--- config.mk ---
export PLATFORM = sky130hd
export DESIGN_NAME = pixel_quantize_bit_packer
export DESIGN_NICKNAME = d
export VERILOG_FILES = /design/src/design/pqbp_pkg.sv /design/src/design/pixel_quantize_bit_packer.sv /design/src/design/pqbp_quant.sv /design/src/design/pqbp_pack.sv /design/src/design/pqbp_fifo.sv
export SDC_FILE = /design/constraint.sdc
export NUM_CORES = 1
export LEC_CHECK = 0
export ABC_AREA = 1
export BUFFER_PORTS_ARGS = -buffer_cell sky130_fd_sc_hd__buf_2
export CAP_MARGIN = 20
export CORE_ASPECT_RATIO = 0.8
export CORE_UTILIZATION = 57
export CTS_BUF_LIST = sky130_fd_sc_hd__clkbuf_4
export CTS_CLUSTER_DIAMETER = 60
export DETAILED_ROUTE_END_ITERATION = 10
export GPL_TIMING_DRIVEN = 1
export MAX_ROUTING_LAYER = met4
export PLACE_DENSITY = 0.85
export SLEW_MARGIN = 15
export SYNTH_ARGS = -nofsm -noshare
export SYNTH_HDL_FRONTEND = slang
export SYNTH_SLANG_ARGS = --single-unit
--- constraint.sdc ---
create_clock -name clk -period 6.5 [get_ports clk]
set_input_delay 0 -clock clk [delete_from_list [all_inputs] [get_ports clk]]
set_output_delay 0 -clock clk [all_outputs]
set_load 0.01 [all_outputs]
--- src/design/pqbp_pkg.sv ---
// Shared types, constants and a helper function for the pixel quantize bit packer.
`timescale 1ns / 1ps

package pqbp_pkg;

    localparam int unsigned PixelWidth   = 8;
    localparam int unsigned ProductWidth = 2 * PixelWidth;
    localparam int unsigned OutFifoDepth = 4;
    localparam logic [PixelWidth-1:0] MaxLevelReset = 8'd255;

    typedef struct packed {
        logic [PixelWidth-1:0] pixel;
        logic                  last_pixel;
    } pqbp_in_t;

    typedef struct packed {
        logic [PixelWidth-1:0] packed_byte;
        logic                  last_byte;
    } pqbp_out_t;

    // Multiplier stage to packer stage
    typedef struct packed {
        logic                    valid;
        logic                    last;
        logic [ProductWidth-1:0] product;
    } pqbp_prod_t;

    // Packer to output queue: up to two bytes per pixel, first in order
    typedef struct packed {
        logic [1:0] count;
        pqbp_out_t  first;
        pqbp_out_t  second;
    } pqbp_emit_t;

    // Number of significant bits in an 8-bit value (0 to 8)
    function automatic logic [3:0] bit_length(input logic [PixelWidth-1:0] v);
        logic [3:0] n;
        n = 4'd0;
        for (int i = 0; i < PixelWidth; i++)
        begin
            if (v[i])
            begin
                n = 4'(i + 1);
            end
        end
        return n;
    endfunction

endpackage

--- src/design/pixel_quantize_bit_packer.sv ---
// Top level of the pixel quantize bit packer.
//
// Usage:
//   Pixel channel: pixel_valid / pixel_stall / pixel_word carry one 8-bit grey
//   pixel per word with a last_pixel flag on the final pixel of an image.
//   Byte channel: byte_valid / byte_stall / byte_word carry packed bytes, codes
//   MSB first, last_byte set on the final byte of an image.
//   Config: cfg_valid / cfg_ready / cfg_data write max_level (reset 255); code
//   width is its bit length. cfg_ready is always high; write only when idle.
//   A pixel passes the input register and the product register, then its bytes
//   go into the queue. One pixel per cycle while pixel_stall is low; a
//   pixel gives zero, one or two bytes (two only when the last pixel splits).
//   Bytes drain through a small queue at one per cycle while byte_stall is low,
//   and pixel_stall rises when the queue cannot take two more.
//   The receiver may hold byte_stall for any time; the queued word holds.
//   Reset clears the pipeline, the queue and the partial byte; max_level 255.
`timescale 1ns / 1ps

module pixel_quantize_bit_packer #(
    parameter int unsigned FIFO_DEPTH = pqbp_pkg::OutFifoDepth
) (
    input  logic               clk,
    input  logic               rst_n,
    input  logic               pixel_valid,
    output logic               pixel_stall,
    input  pqbp_pkg::pqbp_in_t pixel_word,
    output logic               byte_valid,
    input  logic               byte_stall,
    output pqbp_pkg::pqbp_out_t byte_word,
    input  logic               cfg_valid,
    output logic               cfg_ready,
    input  logic [7:0]         cfg_data
);
    import pqbp_pkg::*;

    logic [7:0] max_level_reg;
    logic       advance;
    pqbp_prod_t prod;
    pqbp_emit_t emit;

    assign cfg_ready   = 1'b1;
    assign pixel_stall = !advance;

    always_ff @(posedge clk or negedge rst_n)
    begin
        if (!rst_n)
        begin
            max_level_reg <= MaxLevelReset;
        end
        else if (cfg_valid && cfg_ready)
        begin
            max_level_reg <= cfg_data;
        end
    end

    pqbp_quant u_quant (
        .clk       (clk),
        .rst_n     (rst_n),
        .advance   (advance),
        .in_valid  (pixel_valid),
        .in_word   (pixel_word),
        .max_level (max_level_reg),
        .prod      (prod)
    );

    pqbp_pack u_pack (
        .clk       (clk),
        .rst_n     (rst_n),
        .advance   (advance),
        .prod      (prod),
        .max_level (max_level_reg),
        .emit      (emit)
    );

    pqbp_fifo #(
        .DEPTH (FIFO_DEPTH)
    ) u_fifo (
        .clk       (clk),
        .rst_n     (rst_n),
        .emit      (emit),
        .has_room  (advance),
        .out_valid (byte_valid),
        .out_stall (byte_stall),
        .out_word  (byte_word)
    );

endmodule

--- src/design/pqbp_quant.sv ---
// Input register and pixel times max_level multiplier stage.
`timescale 1ns / 1ps

module pqbp_quant (
    input  logic              clk,
    input  logic              rst_n,
    input  logic              advance,
    input  logic              in_valid,
    input  pqbp_pkg::pqbp_in_t in_word,
    input  logic [7:0]        max_level,
    output pqbp_pkg::pqbp_prod_t prod
);
    import pqbp_pkg::*;

    logic     s1_valid_reg;
    pqbp_in_t s1_word_reg;
    logic     s2_valid_reg;
    logic     s2_last_reg;
    logic [ProductWidth-1:0] s2_product_reg;
    logic [ProductWidth-1:0] product_next;

    assign product_next = s1_word_reg.pixel * max_level;

    always_ff @(posedge clk or negedge rst_n)
    begin
        if (!rst_n)
        begin
            s1_valid_reg <= 1'b0;
            s2_valid_reg <= 1'b0;
        end
        else if (advance)
        begin
            s1_valid_reg <= in_valid;
            s2_valid_reg <= s1_valid_reg;
        end
    end

    always_ff @(posedge clk)
    begin
        if (advance)
        begin
            s1_word_reg    <= in_word;
            s2_last_reg    <= s1_word_reg.last_pixel;
            s2_product_reg <= product_next;
        end
    end

    assign prod.valid   = s2_valid_reg;
    assign prod.last    = s2_last_reg;
    assign prod.product = s2_product_reg;

endmodule

--- src/design/pqbp_pack.sv ---
// Divide by 255, MSB-first bit packing and end-of-image flush.
`timescale 1ns / 1ps

module pqbp_pack (
    input  logic                 clk,
    input  logic                 rst_n,
    input  logic                 advance,
    input  pqbp_pkg::pqbp_prod_t prod,
    input  logic [7:0]           max_level,
    output pqbp_pkg::pqbp_emit_t emit
);
    import pqbp_pkg::*;

    logic [7:0]  partial_byte_reg;
    logic [7:0]  partial_byte_next;
    logic [2:0]  bits_filled_reg;
    logic [2:0]  bits_filled_next;

    logic [3:0]  code_width;
    logic [16:0] div_sum;
    logic [7:0]  code;
    logic [3:0]  total;
    logic [4:0]  shift;
    logic [23:0] shifted;
    logic [15:0] word;
    logic        full;
    logic [7:0]  mid_byte;
    logic [2:0]  mid_bits;
    logic        flush;
    logic        fire;

    assign code_width = bit_length(max_level);

    // x / 255 == (x + (x >> 8) + 1) >> 8 over the product range
    assign div_sum = {1'b0, prod.product} + 17'(prod.product[15:8]) + 17'd1;
    assign code    = div_sum[15:8];

    assign total   = {1'b0, bits_filled_reg} + code_width;
    assign shift   = 5'd16 - {1'b0, total};
    assign shifted = {16'd0, code} << shift;
    assign word    = {partial_byte_reg, 8'd0} | shifted[15:0];

    assign full     = (total >= 4'd8);
    assign mid_byte = full ? word[7:0] : word[15:8];
    // remainder after a completed byte is the low three bits either way
    assign mid_bits = total[2:0];
    assign flush    = prod.last && (mid_bits != 3'd0);
    assign fire     = prod.valid && advance;

    always_comb
    begin
        emit.count              = 2'd0;
        emit.first.packed_byte  = word[15:8];
        emit.first.last_byte    = 1'b0;
        emit.second.packed_byte = mid_byte;
        emit.second.last_byte   = 1'b1;
        if (fire)
        begin
            if (full && flush)
            begin
                emit.count = 2'd2;
            end
            else if (full)
            begin
                emit.count           = 2'd1;
                emit.first.last_byte = prod.last;
            end
            else if (flush)
            begin
                emit.count              = 2'd1;
                emit.first.packed_byte  = mid_byte;
                emit.first.last_byte    = 1'b1;
            end
        end
    end

    always_comb
    begin
        partial_byte_next = partial_byte_reg;
        bits_filled_next  = bits_filled_reg;
        if (fire)
        begin
            if (prod.last)
            begin
                partial_byte_next = 8'd0;
                bits_filled_next  = 3'd0;
            end
            else
            begin
                partial_byte_next = mid_byte;
                bits_filled_next  = mid_bits;
            end
        end
    end

    always_ff @(posedge clk or negedge rst_n)
    begin
        if (!rst_n)
        begin
            partial_byte_reg <= 8'd0;
            bits_filled_reg  <= 3'd0;
        end
        else
        begin
            partial_byte_reg <= partial_byte_next;
            bits_filled_reg  <= bits_filled_next;
        end
    end

    a_flush_clears: assert property (@(posedge clk) disable iff (!rst_n)
        (fire && prod.last) |=> (bits_filled_reg == 3'd0 && partial_byte_reg == 8'd0))
        else $error("packer state not cleared after last pixel");

    a_pad_zero: assert property (@(posedge clk) disable iff (!rst_n)
        (partial_byte_reg & (8'hFF >> bits_filled_reg)) == 8'd0)
        else $error("unused bits of partial byte not zero");

endmodule

--- src/design/pqbp_fifo.sv ---
// Small output queue taking up to two bytes a cycle and giving one while out_stall is low.
`timescale 1ns / 1ps

module pqbp_fifo #(
    parameter int unsigned DEPTH = pqbp_pkg::OutFifoDepth
) (
    input  logic                 clk,
    input  logic                 rst_n,
    input  pqbp_pkg::pqbp_emit_t emit,
    output logic                 has_room,
    output logic                 out_valid,
    input  logic                 out_stall,
    output pqbp_pkg::pqbp_out_t  out_word
);
    import pqbp_pkg::*;

    localparam int unsigned PW = (DEPTH > 1) ? $clog2(DEPTH) : 1;
    localparam int unsigned CW = $clog2(DEPTH + 1);

    pqbp_out_t       mem_reg [DEPTH];
    logic [PW-1:0]   wr_ptr_reg;
    logic [PW-1:0]   wr_ptr_next;
    logic [PW-1:0]   rd_ptr_reg;
    logic [PW-1:0]   rd_ptr_next;
    logic [CW-1:0]   count_reg;
    logic [CW-1:0]   count_next;
    logic [PW-1:0]   wr_ptr_plus1;
    logic            pop;

    function automatic logic [PW-1:0] next_ptr(input logic [PW-1:0] p);
        logic [PW-1:0] n;
        if (p == PW'(DEPTH - 1))
        begin
            n = '0;
        end
        else
        begin
            n = p + PW'(1);
        end
        return n;
    endfunction

    assign wr_ptr_plus1 = next_ptr(wr_ptr_reg);
    assign pop          = out_valid && !out_stall;
    // room for the worst case of two bytes from one pixel
    assign has_room     = (count_reg <= CW'(DEPTH - 2));
    assign out_valid    = (count_reg != '0);
    assign out_word     = mem_reg[rd_ptr_reg];

    always_comb
    begin
        case (emit.count)
            2'd1:    wr_ptr_next = wr_ptr_plus1;
            2'd2:    wr_ptr_next = next_ptr(wr_ptr_plus1);
            default: wr_ptr_next = wr_ptr_reg;
        endcase
        rd_ptr_next = pop ? next_ptr(rd_ptr_reg) : rd_ptr_reg;
        count_next  = count_reg + CW'(emit.count) - CW'(pop);
    end

    always_ff @(posedge clk)
    begin
        if (emit.count != 2'd0)
        begin
            mem_reg[wr_ptr_reg] <= emit.first;
        end
        if (emit.count == 2'd2)
        begin
            mem_reg[wr_ptr_plus1] <= emit.second;
        end
    end

    always_ff @(posedge clk or negedge rst_n)
    begin
        if (!rst_n)
        begin
            wr_ptr_reg <= '0;
            rd_ptr_reg <= '0;
            count_reg  <= '0;
        end
        else
        begin
            wr_ptr_reg <= wr_ptr_next;
            rd_ptr_reg <= rd_ptr_next;
            count_reg  <= count_next;
        end
    end

    a_no_overflow: assert property (@(posedge clk) disable iff (!rst_n)
        (emit.count != 2'd0) |-> has_room)
        else $error("bytes written into a full queue");

    a_count_bound: assert property (@(posedge clk) disable iff (!rst_n)
        count_reg <= CW'(DEPTH))
        else $error("queue occupancy beyond depth");

endmodule

==> impl_metrics.csv, run 1 <==
group,metric,value,unit
status,status,"complete, no violations",
timing,tns,0,ps
timing,fin_skew,20.0,ps
drt,wire_per_inst,14.4,um
synthesis,synth_area,7590,um^2
timing,hold_viol,0,
cells_and_area,largest_register_ffs,36,
flow_run,timing.max_cap.violations,0,
global_route,antenna_found_initial,0,
synthesis,synth_cell_type_count,40,
clock_network,post_cts_buffers,0,
synthesis,synthArstFlopShare,31.1,%
cells_and_area,multi_input_area,4250,um^2
clock_network,clkTransAtPathRegs,170,ps
critical_path,rr_worst_depth,19,
critical_path,worstPathArrival,4990,ps
timing,maxSlewViolCount,0,
clock_network,cts_tree,"yes",
cells_and_area,final_area,8310,um^2
clock_network,h-tree-depth,3,
placed_design,place_hpwl,12700,um
cells_and_area,antenna_cells,0,
drt,wirelength,17300,um
drt,antenna_left,0,
drt,route.vias.total,6370,
clock_network,insertion_delay,500,ps
clock_network,cts-root-buf,"clkbuf_4",
critical_path,worst-path-max-fanout,10,
global_route,grtUsageTotal,28.3,%
cells_and_area,layout-drive-gt1-share,12.1,%
cells_and_area,layout_common_cells,"nand2_1, inv_1, nand3_1",
floorplan,dieArea,13800,um^2
drt,drtIter0Drc,574,
timing,grt_setup_unrepaired,"false",
floorplan,io_pins,34,
synthesis,synth_cells,974,
clock_network,cts_max_path_buffers,2,
cells_and_area,area_growth,9.46,%
synthesis,ys.flop_type,"edfxtp_1",
cells_and_area,seq_area,2530,um^2
drt,drc,0,
synthesis,seq_area_frac_synth,33.4,%
placed_design,numPortBuffers,32,
synthesis,yosys_register_bits,90,
cells_and_area,final_nets,1142,
synthesis,synth_edf_count,58,
synthesis,syn_nets,1095,
cells_and_area,n_fill_cell,1050,
synthesis,yosys_warnings,0,
placed_design,place_area,7850,um^2
floorplan,die_y,105,um
timing,finalSetupViolCount,0,
placed_design,place_congestion,0.947,
global_route,grt_max_degree,31,
timing,worstMarginPinSlew,988,ps
timing,period_share,72.6,%
critical_path,critPathKind,"register to register",
synthesis,postSynthAreaPerCell,7.79,um^2
floorplan,core.rowCount,37,
clock_network,cts_resized,0,
drt,vias_per_cell,5.30,
critical_path,end_kind,"register",
timing,period_minus_slack,4720,ps
global_route,grt_pass1_wl,29200,um
floorplan,start_util,58.8,%
timing,max_freq,212,MHz
clock_network,ctsHoldBuffers,33,
global_route,first_global_vias,6111,
worst_hold_path,worstHoldPathType,"primary input to asynchronous set/reset pin",
timing,relSlewSlack,34.0,%
drt,dr.pass1.iters,5,
clock_network,cts.sinks,90,
floorplan,core_area,12900,um^2
floorplan,die_x,131,um
critical_path,worstPathRequired,6770,ps
cells_and_area,final_common_cell,"nand2_1",
critical_path,start_kind,"register",
global_route,overflow,0,
clock_network,cts_inserted_buffers,9,
synth_stat cells (all sizes together) (5+ instances only):
cell	count	area, um^2
a21oi	24	120
buf	8	53.8
clkbuf	21	78.8
dfrtp	20	500
dfstp	8	210
edfxtp	58	1740
fa	38	761
ha	61	763
inv	179	672
nand2	331	1320
nand3	80	480
nand4	12	81.3
nor2	48	198
o21ai	36	180
o22ai	9	56.3
xnor2	5	43.8
xor2	12	113
final timing paths:
kind	startpoint	end	slack, ps
max in group asynchronous	rst_n	u_fifo.count_reg[1]	5970
worst min-delay path	rst_n	u_pack.partial_byte_reg[1]	50
worst max-delay path	max_level_reg[4]	u_quant.s2_product_reg[15]	1780
worst min register to register	u_quant.s1_word_reg[0]	u_quant.s2_last_reg	470
worst max register to register	max_level_reg[4]	u_quant.s2_product_reg[15]	1780
min in group clk	pixel_word[3]	u_quant.s1_word_reg[3]	220
metrics by stage:
step	instances	util (%)	setup slack, ps	hold slack [ps]
floorplan	974	-	1940	-296
global placement	1152	60.8	1890	63.0
detailed placement	1152	60.8	1790	74.7
CTS	1201	64.3	1780	53.8
global route	1201	64.3	1520	95.6
finish	1201	64.3	1780	51.9
cells by family (layout without fill, tap and decap cells):
kind of cell | Yosys count | after routing | synth area share [%]
and+or+nand+nor | 478 | 478 | 28.1
xor gates and xnor gates | 17 | 17 | 2.06
buffers and inverters | 212 | 264 | 10.8
muxes | 3 | 3 | 0.445
DFF | 90 | 90 | 33.4
AOI/OAI and AO/OA | 74 | 74 | 5.16
adders and majority gates | 99 | 99 | 20.1
other | 1 | 1 | 0.0494
metal layers:
metal  up-vias  part of all wire [%]  GRT usage (%)
met4         0                   1.7           9.28
met1      2925                    46           40.7
met3        27                   8.1           4.16
li1       3135                     -              -
met2       283                    44           41.2
met5         -                     0              -
worst max-delay path, stage by stage, from the launching register on:
cell	delay [ps]
dfstp_2	680
nand2_1	120
fa_1	470
fa_1	570
fa_1	450
fa_1	560
inv_1	50
ha_1	370
nand2_1	70
o21ai_0	280
nand3_1	110
nand2_1	110
nand3_1	70
nand2_1	100
nand3_1	90
nand2_1	100
nand2_1	60
nand2_1	50
a21oi_1	60
xor2_1	140
layout make-up:
type                            count  share of cell area, %
Clock buffer                        9                  0.813
Clock inverter                      7                  0.753
Inverter                          183                   8.27
Multi-Input combinational cell    672                   51.2
Sequential cell                    90                   30.5
Tap cell                          175                   2.63
Timing Repair Buffer               65                   5.90
Power of run 1 is left out: the tool's default activity adds up to more than one toggle a clock period on the data nets, which glitch-free logic cannot reach.
==> run 2: changes to the inputs <==
--- a/config.mk
+++ b/config.mk
@@ -15,7 +15,7 @@
 export DETAILED_ROUTE_END_ITERATION = 10
 export GPL_TIMING_DRIVEN = 1
 export MAX_ROUTING_LAYER = met4
-export PLACE_DENSITY = 0.85
+export PLACE_DENSITY = 0.88
 export SLEW_MARGIN = 15
 export SYNTH_ARGS = -nofsm -noshare
 export SYNTH_HDL_FRONTEND = slang
==> constraint.sdc (replaced) <==
create_clock -name clk -period 4.2 [get_ports clk]
set_input_delay 0 -clock clk [delete_from_list [all_inputs] [get_ports clk]]
set_output_delay 0 -clock clk [all_outputs]
set_load 0.01 [all_outputs]
==> impl_metrics.csv, run 2 (synthesis gave the netlist of run 1 again) <==
group,metric,value,unit
critical_path,reg2reg_from,"max_level_reg[3]",
clock_network,cts.sinks,90,
timing,setup_slack,-183,ps
drt,route.vias.total,6857,
cells_and_area,seq_area,2530,um^2
global_route,first_global_vias,6576,
drt,wirelength,18900,um
drt,dr.pass1.iters,5,
drt,antenna_left,0,
critical_path,worstPathArrival,4610,ps
timing,grt_setup_unrepaired,"true",
clock_network,cts-root-buf,"clkbuf_4",
cells_and_area,n_fill_cell,921,
timing,period_share,104,%
global_route,antenna_found_initial,1,
cells_and_area,layout-drive-gt1-share,20.5,%
cells_and_area,area_growth,17.0,%
timing,fin_skew,22.3,ps
floorplan,start_util,58.8,%
timing,worstMarginPinSlew,729,ps
global_route,grt_pass1_wl,29300,um
timing,period_minus_slack,4380,ps
critical_path,start_kind,"register",
critical_path,end_kind,"register",
timing,hold_viol,0,
placed_design,place_congestion,0.936,
drt,drc,0,
floorplan,core.rowCount,37,
worst_hold_path,worstHoldPathType,"primary input to asynchronous set/reset pin",
drt,drtIter0Drc,687,
cells_and_area,final_common_cell,"nand2_1",
placed_design,numPortBuffers,32,
clock_network,insertion_delay,470,ps
flow_run,timing.max_cap.violations,0,
global_route,overflow,0,
global_route,grtUsageTotal,28.0,%
cells_and_area,final_area,8880,um^2
floorplan,die_y,105,um
clock_network,cts_max_path_buffers,2,
clock_network,cts_tree,"yes",
cells_and_area,multi_input_area,4400,um^2
clock_network,h-tree-depth,3,
floorplan,io_pins,34,
critical_path,critPathKind,"register to register",
timing,maxSlewViolCount,0,
status,status,"finished, violations left",
status,violations,"setup timing",
critical_path,worstPathRequired,4430,ps
cells_and_area,largest_register_ffs,36,
floorplan,die_x,131,um
drt,vias_per_cell,5.47,
drt,wire_per_inst,15.0,um
placed_design,place_hpwl,13000,um
critical_path,worst-path-max-fanout,7,
timing,max_freq,228,MHz
clock_network,cts_inserted_buffers,9,
cells_and_area,layout_common_cells,"nand2_1, inv_1, nand3_1",
timing,relSlewSlack,51.4,%
clock_network,clkTransAtPathRegs,180,ps
critical_path,startpoint,"max_level_reg[3]",
timing,finalSetupViolCount,3,
placed_design,place_area,8190,um^2
floorplan,core_area,12900,um^2
floorplan,dieArea,13800,um^2
cells_and_area,final_nets,1194,
global_route,grt_max_degree,31,
[run 2: changes by cell type in the layout (fill, tap and decap cells not counted), sizes merged]
cell and delta:
buf +51, clkinv +4, clkinvlp -1, diode +1
inv -2
[run 2: layer usage]
metal / part of all wire (%) / vias up / GRT usage [%] / routed length (um)
met5: 0 / - / - / 0
met4: 2.1 / 0 / 9.11 / 393
met3: 8.6 / 50 / 5.33 / 1610
met2: 49 / 362 / 44.8 / 9210
met1: 41 / 3197 / 35.9 / 7640
li1: - / 3248 / - / -
[run 2: cell type report]
cell class	count	area share, %
Inverter	183	7.77
Tap cell	175	2.46
Timing Repair Buffer	116	10.1
Sequential cell	90	28.5
Timing Repair inverter	1	0.0845
Clock inverter	7	0.831
Clock buffer	9	0.761
Multi-Input combinational cell	672	49.5
Antenna cell	1	0.0282
[run 2: path summary, 6_finish.rpt]
| path | end | cells after the start | slack, ps |
|---|---|---|---|
| min in group clk | u_quant.s1_word_reg[3] | 2 | 220 |
| max | u_quant.s2_product_reg[14] | 18 | -180 |
| max reg2reg | u_quant.s2_product_reg[14] | 18 | -180 |
| max in group asynchronous | u_fifo.count_reg[1] | 2 | 3640 |
| min | u_pack.partial_byte_reg[6] | 2 | 80 |
| min reg2reg | u_quant.s2_last_reg | 0 | 450 |
[run 2: metrics by stage]
stage          setup slack [ps]  hold WS (ps)  utilization, %  TNS (ps)  instances
6_report                   -183          81.2            68.8      -343       1254
5_1_grt                    -294           112            68.8     -1000       1254
4_1_cts                   -78.2          79.6            67.3     -94.3       1241
3_5_place_dp              -73.7          79.6            63.4     -93.7       1188
3_3_place_gp               34.6          71.3            63.4         0       1188
2_1_floorplan             -34.9          -296               -     -34.9        974
[run 2: worst max-delay path: stages (launching register included)]
cell      delay (ps)
dfstp_2          670
nand2_2           80
fa_1             510
inv_2             40
fa_1             540
inv_2             40
fa_1             470
inv_1             50
fa_1             490
ha_4             320
nand2_4           50
inv_2             50
nand4_1           80
o211ai_1         140
nand3_1          140
nand3b_1         160
a21oi_2           60
o21ai_1          160
xor2_1            80
[run 2: repair_timing]
| item | 4_1_cts | 5_1_grt |
|---|---|---|
| gates cloned | 0 | 1 |
| buffers inserted | 4 | 13 |
| endpoints found under the setup margin | 2 | 69 |
| pin swaps | 5 | 34 |
| hold endpoints to repair | 48 | 0 |
| resized for setup | 0 | 39 |
| hold buffers | 33 | 0 |
Power of run 2 is left out for the same reason.
